==> src/rtl/assert_macros.svh <==
// ----------------------------------------------------------------------------
// Assertion macros
// Concurrent assertion helpers used by the tokenizer back end.
// ----------------------------------------------------------------------------
`ifndef ASSERT_MACROS_SVH
`define ASSERT_MACROS_SVH

`ifndef SYNTHESIS

// Property holds at every clock edge outside reset.
`define STOK_ASSERT(label, clk, rst, prop) \
   label: assert property (@(posedge clk) disable iff (rst) prop) \
      else $error("assertion failed");

// Condition never holds outside reset.
`define STOK_NEVER(label, clk, rst, cond) \
   label: assert property (@(posedge clk) disable iff (rst) !(cond)) \
      else $error("forbidden condition seen");

`else

`define STOK_ASSERT(label, clk, rst, prop)
`define STOK_NEVER(label, clk, rst, cond)

`endif

`endif

==> src/rtl/stok_pkg.sv <==
// ----------------------------------------------------------------------------
// Source tokenizer package
// Token kind codes, character classes and lookup functions.
// ----------------------------------------------------------------------------
`default_nettype none

package stok_pkg;

   localparam int KIND_W      = 6;
   localparam int POS_W       = 32;
   localparam int TOKEN_LEN_W = 11;
   localparam int HEAD_LEN    = 8;
   localparam int KW_COUNT    = 13;

   // token kinds
   localparam logic [KIND_W-1:0] KIND_ERROR  = 6'd0;
   localparam logic [KIND_W-1:0] KIND_IDENT  = 6'd1;
   localparam logic [KIND_W-1:0] KIND_INT    = 6'd2;
   localparam logic [KIND_W-1:0] KIND_FLOAT  = 6'd3;
   localparam logic [KIND_W-1:0] KIND_STRING = 6'd4;
   localparam logic [KIND_W-1:0] KIND_LPAREN = 6'd5;
   localparam logic [KIND_W-1:0] KIND_RPAREN = 6'd6;
   localparam logic [KIND_W-1:0] KIND_LBRACK = 6'd7;
   localparam logic [KIND_W-1:0] KIND_RBRACK = 6'd8;
   localparam logic [KIND_W-1:0] KIND_LBRACE = 6'd9;
   localparam logic [KIND_W-1:0] KIND_RBRACE = 6'd10;
   localparam logic [KIND_W-1:0] KIND_COMMA  = 6'd11;
   localparam logic [KIND_W-1:0] KIND_SEMI   = 6'd12;
   localparam logic [KIND_W-1:0] KIND_PLUS   = 6'd13;
   localparam logic [KIND_W-1:0] KIND_MINUS  = 6'd14;
   localparam logic [KIND_W-1:0] KIND_SLASH  = 6'd15;
   localparam logic [KIND_W-1:0] KIND_STAR   = 6'd16;
   localparam logic [KIND_W-1:0] KIND_ASSIGN = 6'd17;
   localparam logic [KIND_W-1:0] KIND_LT     = 6'd18;
   localparam logic [KIND_W-1:0] KIND_GT     = 6'd19;
   localparam logic [KIND_W-1:0] KIND_MOD    = 6'd20;
   localparam logic [KIND_W-1:0] KIND_NOT    = 6'd21;
   localparam logic [KIND_W-1:0] KIND_INC    = 6'd22;
   localparam logic [KIND_W-1:0] KIND_DEC    = 6'd23;
   localparam logic [KIND_W-1:0] KIND_POW    = 6'd24;
   localparam logic [KIND_W-1:0] KIND_LAND   = 6'd25;
   localparam logic [KIND_W-1:0] KIND_LOR    = 6'd26;
   localparam logic [KIND_W-1:0] KIND_GE     = 6'd27;
   localparam logic [KIND_W-1:0] KIND_LE     = 6'd28;
   localparam logic [KIND_W-1:0] KIND_EQ     = 6'd29;

   // characters
   localparam logic [7:0] CH_SLASH  = 8'h2F;
   localparam logic [7:0] CH_STAR   = 8'h2A;
   localparam logic [7:0] CH_BSLASH = 8'h5C;
   localparam logic [7:0] CH_DOT    = 8'h2E;
   localparam logic [7:0] CH_QUOTE  = 8'h22;

   // keywords, text right-justified, first char in the highest used byte
   localparam logic [63:0] KW_TEXT [KW_COUNT] = '{
      "if", "for", "int", "str", "else", "type", "while", "float", "array",
      "struct", "define", "return", "callable"};
   localparam logic [3:0] KW_LEN [KW_COUNT] = '{
      4'd2, 4'd3, 4'd3, 4'd3, 4'd4, 4'd4, 4'd5, 4'd5, 4'd5, 4'd6, 4'd6, 4'd6, 4'd8};
   localparam logic [KIND_W-1:0] KW_KIND [KW_COUNT] = '{
      6'd30, 6'd31, 6'd2, 6'd4, 6'd32, 6'd33, 6'd34, 6'd3, 6'd35, 6'd36, 6'd37,
      6'd38, 6'd39};

   typedef struct packed {
      logic space;
      logic splitter;
      logic single_op;
   } char_class_type;

   typedef struct packed {
      logic [7:0]     ch;
      logic           eot;
      char_class_type cls;
   } queue_entry_type;

   typedef struct packed {
      logic [KIND_W-1:0]      kind;
      logic [POS_W-1:0]       first;
      logic [POS_W-1:0]       last;
      logic [TOKEN_LEN_W-1:0] len;
   } result_type;

   function automatic logic [KIND_W-1:0] sep_kind(input logic [7:0] c);
      logic [KIND_W-1:0] k;
      unique case (c)
         "(":     k = KIND_LPAREN;
         ")":     k = KIND_RPAREN;
         "[":     k = KIND_LBRACK;
         "]":     k = KIND_RBRACK;
         "{":     k = KIND_LBRACE;
         "}":     k = KIND_RBRACE;
         ",":     k = KIND_COMMA;
         ";":     k = KIND_SEMI;
         default: k = KIND_ERROR;
      endcase
      return k;
   endfunction

   function automatic logic [KIND_W-1:0] op_kind(input logic [7:0] c);
      logic [KIND_W-1:0] k;
      unique case (c)
         "+":     k = KIND_PLUS;
         "-":     k = KIND_MINUS;
         "/":     k = KIND_SLASH;
         "*":     k = KIND_STAR;
         "=":     k = KIND_ASSIGN;
         "<":     k = KIND_LT;
         ">":     k = KIND_GT;
         "%":     k = KIND_MOD;
         "!":     k = KIND_NOT;
         default: k = KIND_ERROR;
      endcase
      return k;
   endfunction

   function automatic logic [KIND_W-1:0] dual_kind(input logic [7:0] a,
                                                   input logic [7:0] b);
      logic [KIND_W-1:0] k;
      unique case ({a, b})
         "++":    k = KIND_INC;
         "--":    k = KIND_DEC;
         "**":    k = KIND_POW;
         "&&":    k = KIND_LAND;
         "||":    k = KIND_LOR;
         ">=":    k = KIND_GE;
         "<=":    k = KIND_LE;
         "==":    k = KIND_EQ;
         default: k = KIND_ERROR;
      endcase
      return k;
   endfunction

   // h holds byte i at [i*8 +: 8]; n is the length, 15 when above eight
   function automatic logic [KIND_W-1:0] kw_kind(input logic [63:0] h,
                                                 input logic [3:0]  n);
      logic [KIND_W-1:0] k;
      logic              hit;
      k = KIND_ERROR;
      for (int i = 0; i < KW_COUNT; i++) begin
         hit = (n == KW_LEN[i]);
         for (int j = 0; j < HEAD_LEN; j++) begin
            if (j < int'(KW_LEN[i])) begin
               hit = hit && (h[j*8 +: 8] ==
                             KW_TEXT[i][(int'(KW_LEN[i]) - 1 - j)*8 +: 8]);
            end
         end
         if (hit) begin
            k = KW_KIND[i];
         end
      end
      return k;
   endfunction

   function automatic char_class_type classify_char(input logic [7:0] c);
      char_class_type cls;
      cls.space     = (c == " ") || (c >= 8'd9 && c <= 8'd13);
      cls.splitter  = (sep_kind(c) != KIND_ERROR) || (c == ":");
      cls.single_op = (op_kind(c) != KIND_ERROR) || (c == "^") || (c == "&") ||
                      (c == "|");
      return cls;
   endfunction

endpackage

`default_nettype wire

==> src/rtl/stok_front.sv <==
// ----------------------------------------------------------------------------
// Tokenizer front end
// Accepts source bytes, tags their character class and queues them.
// ----------------------------------------------------------------------------
`default_nettype none

module stok_front (
   input  wire                        clock,
   input  wire                        reset,
   input  wire                        req_valid,
   output logic                       req_ready,
   input  wire  [7:0]                 req_char_in,
   input  wire                        req_end_of_text,
   output logic                       q_valid,
   output stok_pkg::queue_entry_type  q_entry,
   input  wire                        q_pop
);
   import stok_pkg::*;

   queue_entry_type entry_ff [2];
   queue_entry_type entry_in;
   logic [1:0]      count_ff, count_in;
   logic            wr_ptr_ff, wr_ptr_in;
   logic            rd_ptr_ff, rd_ptr_in;
   logic            push;
   logic            pop;

   assign req_ready = (count_ff != 2'd2);
   assign q_valid   = (count_ff != 2'd0);
   assign q_entry   = entry_ff[rd_ptr_ff];
   assign push      = req_valid && req_ready;
   assign pop       = q_pop && q_valid;

   always_comb begin
      entry_in.ch  = req_char_in;
      entry_in.eot = req_end_of_text;
      entry_in.cls = classify_char(req_char_in);
      wr_ptr_in    = push ? ~wr_ptr_ff : wr_ptr_ff;
      rd_ptr_in    = pop ? ~rd_ptr_ff : rd_ptr_ff;
      count_in     = count_ff + {1'b0, push} - {1'b0, pop};
   end

   always_ff @(posedge clock) begin
      if (reset) begin
         count_ff  <= 2'd0;
         wr_ptr_ff <= 1'b0;
         rd_ptr_ff <= 1'b0;
      end else begin
         count_ff  <= count_in;
         wr_ptr_ff <= wr_ptr_in;
         rd_ptr_ff <= rd_ptr_in;
      end
      if (push) begin
         entry_ff[wr_ptr_ff] <= entry_in;
      end
   end

endmodule

`default_nettype wire

==> src/rtl/stok_back.sv <==
// ----------------------------------------------------------------------------
// Tokenizer back end
// Sequences word operations per byte, classifies tokens and drives results.
// ----------------------------------------------------------------------------
`default_nettype none

`include "assert_macros.svh"

module stok_back #(
   parameter int MAX_TOKEN_LEN = 1024
) (
   input  wire                                  clock,
   input  wire                                  reset,
   input  wire                                  q_valid,
   input  stok_pkg::queue_entry_type            q_entry,
   output logic                                 q_pop,
   output logic                                 rsp_valid,
   input  wire                                  rsp_ready,
   output logic [stok_pkg::KIND_W-1:0]          rsp_lex_kind,
   output logic [stok_pkg::POS_W-1:0]           rsp_first_pos,
   output logic [stok_pkg::POS_W-1:0]           rsp_last_pos,
   output logic [stok_pkg::TOKEN_LEN_W-1:0]     rsp_token_len,
   output logic                                 rsp_run_end
);
   import stok_pkg::*;

   localparam int LEN_W = $clog2(MAX_TOKEN_LEN + 1);

   localparam logic [2:0] ST_IDLE   = 3'd0;
   localparam logic [2:0] ST_OPS    = 3'd1;
   localparam logic [2:0] ST_EOT    = 3'd2;
   localparam logic [2:0] ST_FLUSH  = 3'd3;
   localparam logic [2:0] ST_FINISH = 3'd4;

   // op mask bits, executed lowest first
   localparam int OP_PRE  = 0;
   localparam int OP_APP1 = 1;
   localparam int OP_APP2 = 2;
   localparam int OP_POST = 3;

   logic [2:0]        st_ff, st_in, nxt_ff, nxt_in;
   logic [3:0]        mask_ff, mask_in;
   logic [7:0]        op_c1_ff, op_c1_in, op_c2_ff, op_c2_in;
   logic [POS_W-1:0]  op_p1_ff, op_p1_in;
   logic              eot_ff, eot_in;
   logic [POS_W-1:0]  pos_ff, pos_in;
   logic [7:0]        held_char_ff, held_char_in;
   char_class_type    held_cls_ff, held_cls_in;
   logic              held_valid_ff, held_valid_in;
   logic [7:0]        prior_ff, prior_in;
   logic              in_comment_ff, in_comment_in;
   logic              in_quote_ff, in_quote_in;
   logic [POS_W-1:0]  stream_pos_ff, stream_pos_in;
   logic              halted_ff, halted_in;
   logic [LEN_W-1:0]  word_len_ff, word_len_in;
   logic [7:0]        word_head_ff [HEAD_LEN];
   logic [7:0]        word_head_in [HEAD_LEN];
   logic [7:0]        word_tail_ff, word_tail_in;
   logic              all_dig_ff, all_dig_in;
   logic              seen_dot_ff, seen_dot_in;
   logic              float_ok_ff, float_ok_in;
   logic [POS_W-1:0]  first_ff, first_in, last_ff, last_in;
   logic              pend_valid_ff, pend_valid_in;
   result_type        pend_ff, pend_in;
   logic              out_valid_ff, out_valid_in;
   result_type        out_ff, out_in;
   logic              out_end_ff, out_end_in;

   // decision for the held byte
   logic              dc_has_next;
   logic [7:0]        dc_c, dc_nx;
   logic [KIND_W-1:0] dc_dual;
   logic [3:0]        dc_mask;
   logic              dc_comment, dc_quote, dc_consumed;
   logic [7:0]        dc_prior;

   logic [63:0]       head_packed;
   logic [3:0]        len4;
   logic [LEN_W+10:0] len_wide;
   logic [TOKEN_LEN_W-1:0] len11;
   logic [KIND_W-1:0] word_kind;
   logic [KIND_W-1:0] kw;
   logic [KIND_W-1:0] dual_head;

   logic              emit_ok;
   logic              do_build, do_append, do_restart;
   logic [7:0]        app_c;
   logic [POS_W-1:0]  app_p;
   logic              emit_en;
   result_type        emit_res;

   assign rsp_valid      = out_valid_ff;
   assign rsp_lex_kind   = out_ff.kind;
   assign rsp_first_pos  = out_ff.first;
   assign rsp_last_pos   = out_ff.last;
   assign rsp_token_len  = out_ff.len;
   assign rsp_run_end    = out_end_ff;

   always_comb begin
      dc_has_next = (st_ff == ST_IDLE);
      dc_c        = held_char_ff;
      dc_nx       = q_entry.ch;
      dc_dual     = dc_has_next ? dual_kind(dc_c, dc_nx) : KIND_ERROR;
      dc_mask     = 4'b0000;
      dc_comment  = in_comment_ff;
      dc_quote    = in_quote_ff;
      dc_consumed = 1'b0;
      dc_prior    = dc_c;
      priority if (!in_comment_ff && dc_c == CH_SLASH && dc_has_next &&
                   dc_nx == CH_STAR) begin
         dc_comment = 1'b1;
      end else if (in_comment_ff) begin
         if (prior_ff == CH_STAR && dc_c == CH_SLASH) begin
            dc_comment = 1'b0;
         end
      end else if (held_cls_ff.space && !in_quote_ff) begin
         dc_mask[OP_PRE] = 1'b1;
      end else if (in_quote_ff && prior_ff != CH_BSLASH && dc_c == CH_QUOTE) begin
         dc_quote = 1'b0;
         dc_mask  = 4'b1010;
      end else if (!in_quote_ff && prior_ff != CH_BSLASH && dc_c == CH_QUOTE) begin
         dc_quote = 1'b1;
         dc_mask  = 4'b0011;
      end else if (!in_quote_ff && held_cls_ff.splitter) begin
         dc_mask = 4'b1011;
      end else if (!in_quote_ff && dc_dual != KIND_ERROR) begin
         dc_mask     = 4'b1111;
         dc_prior    = dc_nx;
         dc_consumed = 1'b1;
      end else if (!in_quote_ff && held_cls_ff.single_op) begin
         dc_mask = 4'b1011;
      end else begin
         dc_mask[OP_APP1] = 1'b1;
      end
   end

   // token classification from the word state
   always_comb begin
      for (int i = 0; i < HEAD_LEN; i++) begin
         head_packed[i*8 +: 8] = word_head_ff[i];
      end
      len4      = (word_len_ff > LEN_W'(HEAD_LEN)) ? 4'hF : word_len_ff[3:0];
      len_wide  = {11'b0, word_len_ff};
      len11     = len_wide[TOKEN_LEN_W-1:0];
      kw        = kw_kind(head_packed, len4);
      dual_head = dual_kind(word_head_ff[0], word_head_ff[1]);
      priority if (word_len_ff >= LEN_W'(2) && word_head_ff[0] == CH_QUOTE &&
                   word_tail_ff == CH_QUOTE) begin
         word_kind = KIND_STRING;
      end else if (word_len_ff >= LEN_W'(2) && float_ok_ff &&
                   word_tail_ff != CH_DOT) begin
         word_kind = KIND_FLOAT;
      end else if (word_len_ff == LEN_W'(2) && dual_head != KIND_ERROR) begin
         word_kind = dual_head;
      end else if (word_len_ff >= LEN_W'(2) && kw != KIND_ERROR) begin
         word_kind = kw;
      end else if (all_dig_ff) begin
         word_kind = KIND_INT;
      end else if (sep_kind(word_head_ff[0]) != KIND_ERROR) begin
         word_kind = sep_kind(word_head_ff[0]);
      end else if (op_kind(word_head_ff[0]) != KIND_ERROR) begin
         word_kind = op_kind(word_head_ff[0]);
      end else if ((word_head_ff[0] >= "A" && word_head_ff[0] <= "Z") ||
                   (word_head_ff[0] >= "a" && word_head_ff[0] <= "z")) begin
         word_kind = KIND_IDENT;
      end else begin
         word_kind = KIND_ERROR;
      end
   end

   always_comb begin
      st_in          = st_ff;
      nxt_in         = nxt_ff;
      mask_in        = mask_ff;
      op_c1_in       = op_c1_ff;
      op_c2_in       = op_c2_ff;
      op_p1_in       = op_p1_ff;
      eot_in         = eot_ff;
      pos_in         = pos_ff;
      held_char_in   = held_char_ff;
      held_cls_in    = held_cls_ff;
      held_valid_in  = held_valid_ff;
      prior_in       = prior_ff;
      in_comment_in  = in_comment_ff;
      in_quote_in    = in_quote_ff;
      stream_pos_in  = stream_pos_ff;
      halted_in      = halted_ff;
      word_len_in    = word_len_ff;
      word_head_in   = word_head_ff;
      word_tail_in   = word_tail_ff;
      all_dig_in     = all_dig_ff;
      seen_dot_in    = seen_dot_ff;
      float_ok_in    = float_ok_ff;
      first_in       = first_ff;
      last_in        = last_ff;
      pend_valid_in  = pend_valid_ff;
      pend_in        = pend_ff;
      out_valid_in   = out_valid_ff;
      out_in         = out_ff;
      out_end_in     = out_end_ff;
      q_pop          = 1'b0;
      do_build       = 1'b0;
      do_append      = 1'b0;
      do_restart     = 1'b0;
      app_c          = op_c1_ff;
      app_p          = op_p1_ff;
      emit_en        = 1'b0;
      emit_res       = '0;

      if (out_valid_ff && rsp_ready) begin
         out_valid_in = 1'b0;
      end
      emit_ok = !pend_valid_ff || !out_valid_ff || rsp_ready;

      unique case (st_ff)
         ST_IDLE: begin
            if (q_valid) begin
               q_pop = 1'b1;
               if (!halted_ff) begin
                  pos_in        = stream_pos_ff;
                  stream_pos_in = stream_pos_ff + 32'd1;
                  eot_in        = q_entry.eot;
                  nxt_in        = q_entry.eot ? ST_EOT : ST_FINISH;
                  held_char_in  = q_entry.ch;
                  held_cls_in   = q_entry.cls;
                  if (held_valid_ff) begin
                     mask_in       = dc_mask;
                     in_comment_in = dc_comment;
                     in_quote_in   = dc_quote;
                     prior_in      = dc_prior;
                     op_c1_in      = held_char_ff;
                     op_c2_in      = q_entry.ch;
                     op_p1_in      = stream_pos_ff - 32'd1;
                     held_valid_in = !dc_consumed;
                     st_in         = (dc_mask != 4'b0000) ? ST_OPS : nxt_in;
                  end else begin
                     held_valid_in = 1'b1;
                     st_in         = nxt_in;
                  end
               end
            end
         end
         ST_OPS: begin
            if (halted_ff) begin
               mask_in = 4'b0000;
               st_in   = ST_FINISH;
            end else if (emit_ok) begin
               priority if (mask_ff[OP_PRE]) begin
                  do_build = 1'b1;
               end else if (mask_ff[OP_APP1]) begin
                  do_append = 1'b1;
               end else if (mask_ff[OP_APP2]) begin
                  do_append = 1'b1;
                  app_c     = op_c2_ff;
                  app_p     = op_p1_ff + 32'd1;
               end else begin
                  do_build = 1'b1;
               end
               mask_in = mask_ff & (mask_ff - 4'd1);
               if (mask_in == 4'b0000) begin
                  st_in = nxt_ff;
               end
            end
         end
         ST_EOT: begin
            if (halted_ff) begin
               st_in = ST_FINISH;
            end else if (held_valid_ff) begin
               mask_in       = dc_mask;
               in_comment_in = dc_comment;
               in_quote_in   = dc_quote;
               prior_in      = dc_prior;
               op_c1_in      = held_char_ff;
               op_p1_in      = pos_ff;
               held_valid_in = 1'b0;
               nxt_in        = ST_FLUSH;
               st_in         = (dc_mask != 4'b0000) ? ST_OPS : ST_FLUSH;
            end else begin
               st_in = ST_FLUSH;
            end
         end
         ST_FLUSH: begin
            if (halted_ff) begin
               st_in = ST_FINISH;
            end else if (emit_ok) begin
               do_build   = 1'b1;
               do_restart = 1'b1;
               st_in      = ST_FINISH;
            end
         end
         ST_FINISH: begin
            if (!pend_valid_ff) begin
               st_in = ST_IDLE;
            end else if (!out_valid_ff || rsp_ready) begin
               out_in        = pend_ff;
               out_end_in    = 1'b1;
               out_valid_in  = 1'b1;
               pend_valid_in = 1'b0;
               st_in         = ST_IDLE;
            end
         end
         default: begin
            st_in = ST_IDLE;
         end
      endcase

      // word operations
      if (do_build && word_len_ff != '0) begin
         emit_en        = 1'b1;
         emit_res.kind  = word_kind;
         emit_res.first = first_ff;
         emit_res.last  = last_ff;
         emit_res.len   = len11;
         word_len_in    = '0;
         all_dig_in     = 1'b1;
         seen_dot_in    = 1'b0;
         float_ok_in    = 1'b1;
         first_in       = '0;
         last_in        = '0;
      end
      if (do_append) begin
         if (word_len_ff >= LEN_W'(MAX_TOKEN_LEN)) begin
            emit_en        = 1'b1;
            emit_res.kind  = KIND_ERROR;
            emit_res.first = first_ff;
            emit_res.last  = app_p;
            emit_res.len   = len11;
         end else begin
            if (word_len_ff == '0) begin
               first_in = app_p;
            end
            if (word_len_ff < LEN_W'(HEAD_LEN)) begin
               word_head_in[word_len_ff[2:0]] = app_c;
            end
            if (!(app_c >= "0" && app_c <= "9")) begin
               all_dig_in = 1'b0;
               if (app_c == CH_DOT && !seen_dot_ff) begin
                  if (word_len_ff == '0) begin
                     float_ok_in = 1'b0;
                  end
                  seen_dot_in = 1'b1;
               end else begin
                  float_ok_in = 1'b0;
               end
            end
            word_tail_in = app_c;
            last_in      = app_p;
            word_len_in  = word_len_ff + LEN_W'(1);
         end
      end
      // end of text: back to the start of a new text
      if (do_restart) begin
         held_char_in  = 8'd0;
         held_valid_in = 1'b0;
         prior_in      = 8'd0;
         in_comment_in = 1'b0;
         in_quote_in   = 1'b0;
         stream_pos_in = '0;
         word_len_in   = '0;
         all_dig_in    = 1'b1;
         seen_dot_in   = 1'b0;
         float_ok_in   = 1'b1;
         first_in      = '0;
         last_in       = '0;
      end
      // hold the newest result back until we know whether it ends the run
      if (emit_en) begin
         if (pend_valid_ff) begin
            out_in       = pend_ff;
            out_end_in   = 1'b0;
            out_valid_in = 1'b1;
         end
         pend_in       = emit_res;
         pend_valid_in = 1'b1;
         if (emit_res.kind == KIND_ERROR) begin
            halted_in = 1'b1;
         end
      end
   end

   always_ff @(posedge clock) begin
      if (reset) begin
         st_ff         <= ST_IDLE;
         nxt_ff        <= ST_IDLE;
         mask_ff       <= 4'b0000;
         held_char_ff  <= 8'd0;
         held_valid_ff <= 1'b0;
         prior_ff      <= 8'd0;
         in_comment_ff <= 1'b0;
         in_quote_ff   <= 1'b0;
         stream_pos_ff <= '0;
         halted_ff     <= 1'b0;
         word_len_ff   <= '0;
         all_dig_ff    <= 1'b1;
         seen_dot_ff   <= 1'b0;
         float_ok_ff   <= 1'b1;
         first_ff      <= '0;
         last_ff       <= '0;
         pend_valid_ff <= 1'b0;
         out_valid_ff  <= 1'b0;
      end else begin
         st_ff         <= st_in;
         nxt_ff        <= nxt_in;
         mask_ff       <= mask_in;
         held_char_ff  <= held_char_in;
         held_valid_ff <= held_valid_in;
         prior_ff      <= prior_in;
         in_comment_ff <= in_comment_in;
         in_quote_ff   <= in_quote_in;
         stream_pos_ff <= stream_pos_in;
         halted_ff     <= halted_in;
         word_len_ff   <= word_len_in;
         all_dig_ff    <= all_dig_in;
         seen_dot_ff   <= seen_dot_in;
         float_ok_ff   <= float_ok_in;
         first_ff      <= first_in;
         last_ff       <= last_in;
         pend_valid_ff <= pend_valid_in;
         out_valid_ff  <= out_valid_in;
      end
      op_c1_ff     <= op_c1_in;
      op_c2_ff     <= op_c2_in;
      op_p1_ff     <= op_p1_in;
      eot_ff       <= eot_in;
      pos_ff       <= pos_in;
      held_cls_ff  <= held_cls_in;
      word_head_ff <= word_head_in;
      word_tail_ff <= word_tail_in;
      pend_ff      <= pend_in;
      out_ff       <= out_in;
      out_end_ff   <= out_end_in;
   end

   // eot_ff records the transaction's end-of-text flag; only the check below reads it
   `STOK_ASSERT(a_eot_path, clock, reset, (st_ff == ST_EOT) |-> eot_ff)
   `STOK_ASSERT(a_halt_sticky, clock, reset, halted_ff |=> halted_ff)
   `STOK_ASSERT(a_ops_pending, clock, reset, (st_ff == ST_OPS) |-> (mask_ff != 4'b0000))
   `STOK_NEVER(a_len_bound, clock, reset, word_len_ff > LEN_W'(MAX_TOKEN_LEN))

endmodule

`default_nettype wire

==> src/rtl/source_tokenizer_top.sv <==
// ----------------------------------------------------------------------------
// Source tokenizer
// Streaming lexer: one source byte per transaction in, tokens out.
// ----------------------------------------------------------------------------
// Bytes enter a two-entry queue through the req_ channel. The back end pops
// one byte and, in that same cycle, decides what the previously held byte
// does; it then runs that byte's word operations one per cycle, unless they
// stall, and passes a closing state that releases the byte's last token. A
// byte needs no word operation inside a comment or as the first byte of a
// text, one when it extends a word or is whitespace, two at a quote, three
// for a separator or single operator and four for a two-char operator. The
// end-of-text byte adds a step to decide the held byte, up to three word
// operations for it and a flush step. Word operations stall while a result
// is pending and the output register is full and not drained.
// Each token leaves as one rsp_ transaction through an output register, with
// rsp_run_end set on the last token caused by a byte. An error token halts
// the block until reset; later bytes are accepted and dropped.
`default_nettype none

module source_tokenizer_top #(
   parameter int MAX_TOKEN_LEN = 1024
) (
   input  wire                               clock,
   input  wire                               reset,
   input  wire                               req_valid,
   output logic                              req_ready,
   input  wire  [7:0]                        req_char_in,
   input  wire                               req_end_of_text,
   output logic                              rsp_valid,
   input  wire                               rsp_ready,
   output logic [stok_pkg::KIND_W-1:0]       rsp_lex_kind,
   output logic [stok_pkg::POS_W-1:0]        rsp_first_pos,
   output logic [stok_pkg::POS_W-1:0]        rsp_last_pos,
   output logic [stok_pkg::TOKEN_LEN_W-1:0]  rsp_token_len,
   output logic                              rsp_run_end
);
   import stok_pkg::*;

   logic            q_valid;
   logic            q_pop;
   queue_entry_type q_entry;

   stok_front u_front (
      .clock           (clock),
      .reset           (reset),
      .req_valid       (req_valid),
      .req_ready       (req_ready),
      .req_char_in     (req_char_in),
      .req_end_of_text (req_end_of_text),
      .q_valid         (q_valid),
      .q_entry         (q_entry),
      .q_pop           (q_pop)
   );

   stok_back #(
      .MAX_TOKEN_LEN (MAX_TOKEN_LEN)
   ) u_back (
      .clock          (clock),
      .reset          (reset),
      .q_valid        (q_valid),
      .q_entry        (q_entry),
      .q_pop          (q_pop),
      .rsp_valid      (rsp_valid),
      .rsp_ready      (rsp_ready),
      .rsp_lex_kind   (rsp_lex_kind),
      .rsp_first_pos  (rsp_first_pos),
      .rsp_last_pos   (rsp_last_pos),
      .rsp_token_len  (rsp_token_len),
      .rsp_run_end    (rsp_run_end)
   );

endmodule

`default_nettype wire

==> config.mk <==
export PLATFORM = sky130hd
export DESIGN_NAME = source_tokenizer_top
export DESIGN_NICKNAME = d
export VERILOG_FILES = /design/src/rtl/stok_pkg.sv /design/src/rtl/stok_front.sv /design/src/rtl/stok_back.sv /design/src/rtl/source_tokenizer_top.sv
export VERILOG_INCLUDE_DIRS = /design/src /design/src/rtl
export SDC_FILE = /design/constraint.sdc
export NUM_CORES = 1
export LEC_CHECK = 0
export ABC_AREA = 1
export BUFFER_PORTS_ARGS = -buffer_cell sky130_fd_sc_hd__buf_4
export CORE_MARGIN = 2
export CORE_UTILIZATION = 60
export CTS_BUF_LIST = sky130_fd_sc_hd__clkbuf_8
export DETAILED_ROUTE_END_ITERATION = 6
export PLACE_DENSITY = 0.78
export SKIP_LAST_GASP = 1
export SYNTH_ARGS = -nofsm -noshare
export SYNTH_HDL_FRONTEND = slang
export SYNTH_SLANG_ARGS = --single-unit
export TNS_END_PERCENT = 5
==> constraint.sdc <==
create_clock -name clock -period 6.8 [get_ports clock]
set_clock_uncertainty 0.05 [all_clocks]
set_input_delay 0 -clock clock [delete_from_list [all_inputs] [get_ports clock]]
set_output_delay 0 -clock clock [all_outputs]
set_load 0.02 [all_outputs]
### After elaboration in Yosys (flattened, before gate mapping)

Memories as Yosys holds them, arrays and structs flattened. A register that Yosys moved wholly into a read port is not among the register bits.
Index checks and enable logic that the tools add are counted.
Widths: inputs -> output; s select.

| word-level totals | value |
|---|---|
| register bits | 464 |
| memory bits (writable) | 24 |
| bits of input ports | 13 |
| memories | 1 |

| cells by class | value |
|---|---|
| $add $sub $neg | 7 |
| $lt $le $gt $ge | 14 |
| eq/ne operators | 131 |
| multiplexer cells | 213 |
| bitwise gates (word level) | 6 |
| reductions and logical operators | 132 |

Memory list:

| memory | depth | bits a word | rd ports | clocked after memory_dff | write ports | RTL line | source |
|---|---|---|---|---|---|---|---|
| u_front.entry_ff | 2 | 12 | 1 | 1 | 1 | stok_front.sv:20 | `queue_entry_type entry_ff [2];` |

Operators by type and width:

| operator | number |
|---|---|
| $mux 81 | 8 |
| $mux 32 | 18 |
| $eq 8x7->1 const B | 56 |
| $eq 8x6->1 const B | 36 |
| $eq 16x14->1 const B | 14 |
| $mux 6 | 27 |
| $mux 8 | 20 |
| $pmux 5 s9 | 2 |
| $logic_and 1x1->1 | 88 |
| $mux 1 | 81 |
| $pmux 5 s8 | 2 |
| $add 32x1->32 const B | 2 |
| $bwmux 64 | 1 |
| $pmux 32 s2 | 1 |
| $pmux 4 s8 | 2 |
| $mux 3 | 19 |
| $mux 4 | 12 |
| $reduce_bool 6->1 | 7 |
| $mux 11 | 3 |
| $eq 16x15->1 const B | 2 |
| $pmux 8 s2 | 2 |
| $sub 32x1->32 const B | 1 |
| $mux 5 | 5 |
| $demux 8 s3 | 1 |
| other kinds (53) | 93 |

### Depth between registers and ports, before layout

| logic depth | value |
|---|---|
| depth in word-level cells | 44 |
| gate-level depth with buffers | 21 |
| depth with buffers taken out | 21 |

### Hierarchy

Synthesis repeated with hierarchy kept, for this count alone.

| unflattened totals | value |
|---|---|
| cells, all modules | 2621 |
| area, all modules | 23248.5 um^2 |

By module, submodules not included:

| module | times used | cells an instance | area each (um^2) | seq. area each (um^2) |
|---|---|---|---|---|
| stok_back | 1 | 2495 | 21914.8 | 12391.9 |
| stok_front | 1 | 126 | 1333.8 | 820.8 |

### Least setup slack after synthesis

No wires, ideal clock.

| timing path | value |
|---|---|
| kind | reg2reg |
| from | reg u_back.out_valid_ff, in the netlist u_back.rsp_valid |
| to | reg with a tool-made name |
| setup time | 435 ps |
| data arrival time | 4487 ps |
| path slack | 1828 ps |
| cell stages (with the launch flop) | 17 |
| period minus slack after synthesis | 4972 ps |
| cells stage by stage | dfxtp_1 > inv_1 > nor2_1 > inv_1 > nor2_1 > nor2_1 > inv_2 > nor2_4 > inv_2 > nor2_1 > inv_1 > nor2_1 > nor2_2 > inv_2 > o21ai_2 > buf_2 > inv_1 |

RTL lines:

| what | RTL line | source |
|---|---|---|
| from (decl) | stok_back.sv:65 | `logic out_valid_ff, out_valid_in;` |
| from (signal assigned) | stok_back.sv:419 | `out_valid_ff <= out_valid_in;` |

### Worst setup path after layout

| timing path | value |
|---|---|
| from | reg u_back.st_ff[1] |
| to | reg u_back.seen_dot_ff |

| on the way | value |
|---|---|
| longest elaborated chain between the ends | 8 |
| elaborated cells on any way between the ends | 18 |
| those cells by class | order compare: 2; eq/ne: 3; mux: 9; reduce/logical: 4 |

Ends and longest elaborated chain:

| what | RTL line | source |
|---|---|---|
| from (decl) | stok_back.sv:41 | `logic [2:0] st_ff, st_in, nxt_ff, nxt_in;` |
| from (signal assigned) | stok_back.sv:402 | `st_ff <= st_in;` |
| branches (longest 8 deep; another with $ge 8x6->1) | - |  |
| to (signal assigned) | stok_back.sv:414 | `seen_dot_ff <= seen_dot_in;` |
| to (decl) | stok_back.sv:60 | `logic seen_dot_ff, seen_dot_in;` |

Several ways; the timed one is not identified.
A chain may end at the register's enable or synchronous reset.

==> results.sh <==
export IMPL_grt_remaining_overflow=0
export IMPL_critPathLaunch="u_back.st_ff[1]$_SDFFE_PP0P_"
export IMPL_drc=0
export IMPL_syn_instance_count=2594
export IMPL_timing_rr_end="u_back.seen_dot_ff$_SDFF_PP0_"
export IMPL_report_final_slew_viol_count=0
export IMPL_critPathKind="reg -> reg"
export IMPL_p_clk_frac=0.310
export IMPL_cts_max_path_buffers=3
export IMPL_cap_violations=0
export IMPL_critPathLaunchType="flip-flop"
export IMPL_hpwl_um=40600
export IMPL_via_per_inst=5.55
export IMPL_clock_tree_root_cell="clkbuf_8"
export IMPL_crit_path_max_fanout=50
export IMPL_synthArstFlopShare=0
export IMPL_fillCellCount=2919
export IMPL_clock_sinks=489
export IMPL_placed_cells=3149
export IMPL_finalCritPeriodShare=0.623
export IMPL_final_cell_count_no_fill=3309
export IMPL_ys_types=63
export IMPL_status="completed"
export IMPL_vias=18400
export IMPL_wire_per_inst_um=17.1
export IMPL_routed_wl_met3_um=4230
export IMPL_intPower_mw=5.50
export IMPL_synth_main_ff_cell="edfxtp_1"
export IMPL_insertion_delay_ns=0.65
export IMPL_rrSetupSlack_ns=2.57
export IMPL_antenna_found_initial=0
export IMPL_ant_nets=0
export IMPL_grt_usage=0.291
export IMPL_crit_path_end="u_back.seen_dot_ff$_SDFF_PP0_"
export IMPL_period_minus_slack_ns=4.23
export IMPL_p_sw_frac=0.324
export IMPL_die_w_um=200
export IMPL_yosys_mux_area_fraction=0.00190
export IMPL_finalSetupViolations=0
export IMPL_pin_count=97
export IMPL_path_clk_slew_ns=0.06
export IMPL_multi_input_area_mm2=0.00781
export IMPL_start_util=0.610
export IMPL_rsz0062_at_grt="false"
export IMPL_die_area_mm2=0.0400
export IMPL_synth_warnings=0
export IMPL_synthesis_area_mm2=0.0230
export IMPL_grt_max_degree=85
export IMPL_fin_nets=2752
export IMPL_synth_simple_area_share=0.229
export IMPL_cts_max_level=3
export IMPL_hold_path_class="in -> reg"
export IMPL_dr_first_iter_drc_count=1639
export IMPL_drtPass1Iterations=5
export IMPL_synth_avg_cell_area_um2=8.88
export IMPL_drt_met1_wl_um=24900
export IMPL_crit_arrival_ns=4.73
export IMPL_slew_headroom=0.182
export IMPL_rows=71
export IMPL_layout_drive_gt1_share=0.107
export IMPL_peakVddDrop_mv=0.316
export IMPL_dieHeight_um=200
export IMPL_endpoint_kind="flip-flop"
export IMPL_numPortBuffers=96
export IMPL_power_frac_seq=0.482
export IMPL_ys_seq_area_frac=0.573
export IMPL_gp_congestion=0.945
export IMPL_cts_tree="yes"
export IMPL_first_global_vias=17400
export IMPL_power_leakage_nw=10.2
export IMPL_synth_xor_area_frac=0.0198
export IMPL_routed_wl_um=56600
export IMPL_synth_seq_cells=489
export IMPL_top_layer="met4"
export IMPL_r2r_start="u_back.st_ff[1]$_SDFFE_PP0P_"
export IMPL_fin_tns_setup_ns=0
export IMPL_met2_length_um=26100
export IMPL_fmax_mhz=236
export IMPL_synth_edf_count=342
export IMPL_combPwrFrac=0.208
export IMPL_area_growth_pct=12.7
export IMPL_r2r_cells=10
export IMPL_power_density_mw_per_mm2=313
export IMPL_grt_first_pass_wirelength_um=90300
export IMPL_numCtsBuffers=79
export IMPL_hold_viol=0
export IMPL_synth_compound_area_frac=0.0833
export IMPL_p_sw_mw=2.64
export IMPL_antenna_cells=0
export IMPL_tightest_slew_ns=1.23
export IMPL_seqCellArea_mm2=0.0132
export IMPL_crit_required_ns=7.29
export IMPL_syn_nets=2615
export IMPL_synthAdderAreaFrac=0.00434
export IMPL_core_area_mm2=0.0378
export IMPL_synth_top_family_by_area="simple AND/OR/NAND/NOR gates"
power groups by stage:
stage          combinational (mW)  clock (mW)  sequential, mW
6_report                     1.69        2.52            3.92
5_1_grt                      1.88        2.70            3.95
4_1_cts                      1.67        2.57            3.91
3_5_place_dp                 1.66           0            3.97
3_3_place_gp                 1.62           0            3.96
2_1_floorplan                1.21           0            3.89
cells in the mapped netlist, types with 5 or more instances:
master | n | share of area
o32ai_1 | 31 | 0.012
a211oi_1 | 7 | 0.0023
nor2_1 | 434 | 0.071
a31oi_1 | 15 | 0.0041
o211ai_1 | 7 | 0.0023
nand3_1 | 134 | 0.029
ha_1 | 8 | 0.0043
xnor2_1 | 7 | 0.0027
o22ai_1 | 32 | 0.0087
nand3b_1 | 9 | 0.0029
nand2_2 | 6 | 0.0016
buf_2 | 22 | 0.0048
or2_2 | 11 | 0.0030
xor2_1 | 45 | 0.017
o21ai_0 | 73 | 0.016
nand4_1 | 48 | 0.013
edfxtp_1 | 342 | 0.45
o21ai_1 | 11 | 0.0024
nor4_1 | 24 | 0.0065
nand2_1 | 403 | 0.066
nor2_2 | 15 | 0.0041
inv_2 | 14 | 0.0023
dfxtp_1 | 147 | 0.13
nor3_1 | 72 | 0.016
clkbuf_1 | 37 | 0.0060
nor3_2 | 6 | 0.0026
a21oi_1 | 107 | 0.023
nor2_4 | 6 | 0.0029
inv_1 | 454 | 0.074
o41ai_1 | 5 | 0.0019
repair_timing:
| action | in CTS | in global routing |
|---|---|---|
| endpoints found under the hold margin | 67 | 0 |
| setup buffers | 0 | 0 |
| hold buffers | 12 | 0 |
| gates resized for setup | 0 | 0 |
layout make-up:
cell class,count,share of cell area
sequential,489,0.509
multi-input combinational,1570,0.301
inverter,472,0.0683
clock buffer,94,0.0498
timing repair buffer,119,0.0355
tap,511,0.0246
clock inverter,54,0.0123
cells by family (layout without fill, tap and decap cells):
family / count (synthesis) / in the layout
and+or+nand+nor: 1190 / 1190
buffers and inverters: 535 / 739
DFF: 489 / 489
AOI/OAI and AO/OA: 316 / 316
xor gates and xnor gates: 52 / 52
adders and majority gates: 8 / 8
muxes: 4 / 4
layout by cell type (no fill, tap or decap), types with 12 or more instances in the layout:
cell / n
clkinv_1: 12
nand2_1: 402
a31oi_1: 15
inv_1: 484
nand4_1: 48
nor3_1: 72
buf_4: 107
dfxtp_1: 147
o22ai_1: 32
inv_2: 13
o32ai_1: 31
dlygate4sd3_1: 12
clkbuf_8: 94
nor2_1: 433
edfxtp_1: 342
xor2_1: 45
nor4_1: 24
a21oi_1: 107
nor2_2: 15
nand3_1: 134
o21ai_0: 73
metrics by stage:
stage	power, mW	util	cell area (um2)	setup WS, ns	hold WS, ns
6_report	8.14	0.688	26000	2.57	0.0606
5_1_grt	8.53	0.688	26000	2.19	0.0434
4_1_cts	8.15	0.688	26000	2.61	0.0210
3_5_place_dp	5.63	0.642	24200	2.60	0.146
3_3_place_gp	5.58	0.642	24200	2.80	0.140
2_1_floorplan	5.10	-	23000	1.83	0.0285
worst max-delay path: stages (launching register included):
cell and delay [ns]:
dfxtp_1 0.53, inv_1 0.13, nor3_1 0.28, nand2_1 0.10, nand2_2 0.50, buf_4 0.59
clkinv_1 0.96, nand2_1 0.28, buf_4 0.36, a21oi_1 0.12, a22o_1 0.22
worst min path at each step:
stage | startpoint | end | slack [ns] | depth (start not counted)
after global placement | req_end_of_text | u_front.entry_ff[0][3]$_DFFE_PP_ | 0.14 | 1
after floorplan | reset | u_back.nxt_ff[0]$_SDFFE_PP0P_ | 0.03 | 1
after global routing | req_end_of_text | u_front.entry_ff[0][3]$_DFFE_PP_ | 0.04 | 2
after CTS | req_end_of_text | u_front.entry_ff[0][3]$_DFFE_PP_ | 0.02 | 2
after detailed placement | req_char_in[5] | u_front.entry_ff[1][9]$_DFFE_PP_ | 0.15 | 1
final | req_char_in[7] | u_front.entry_ff[0][11]$_DFFE_PP_ | 0.06 | 2
metal layers:
layer | vias to the layer above | global-route usage
li1 | 8893 | -
met1 | 8605 | 0.407
met2 | 753 | 0.465
met3 | 102 | 0.0452
met4 | 0 | 0.101
met5 | - | 0
Power figures use the tool's default switching activity.
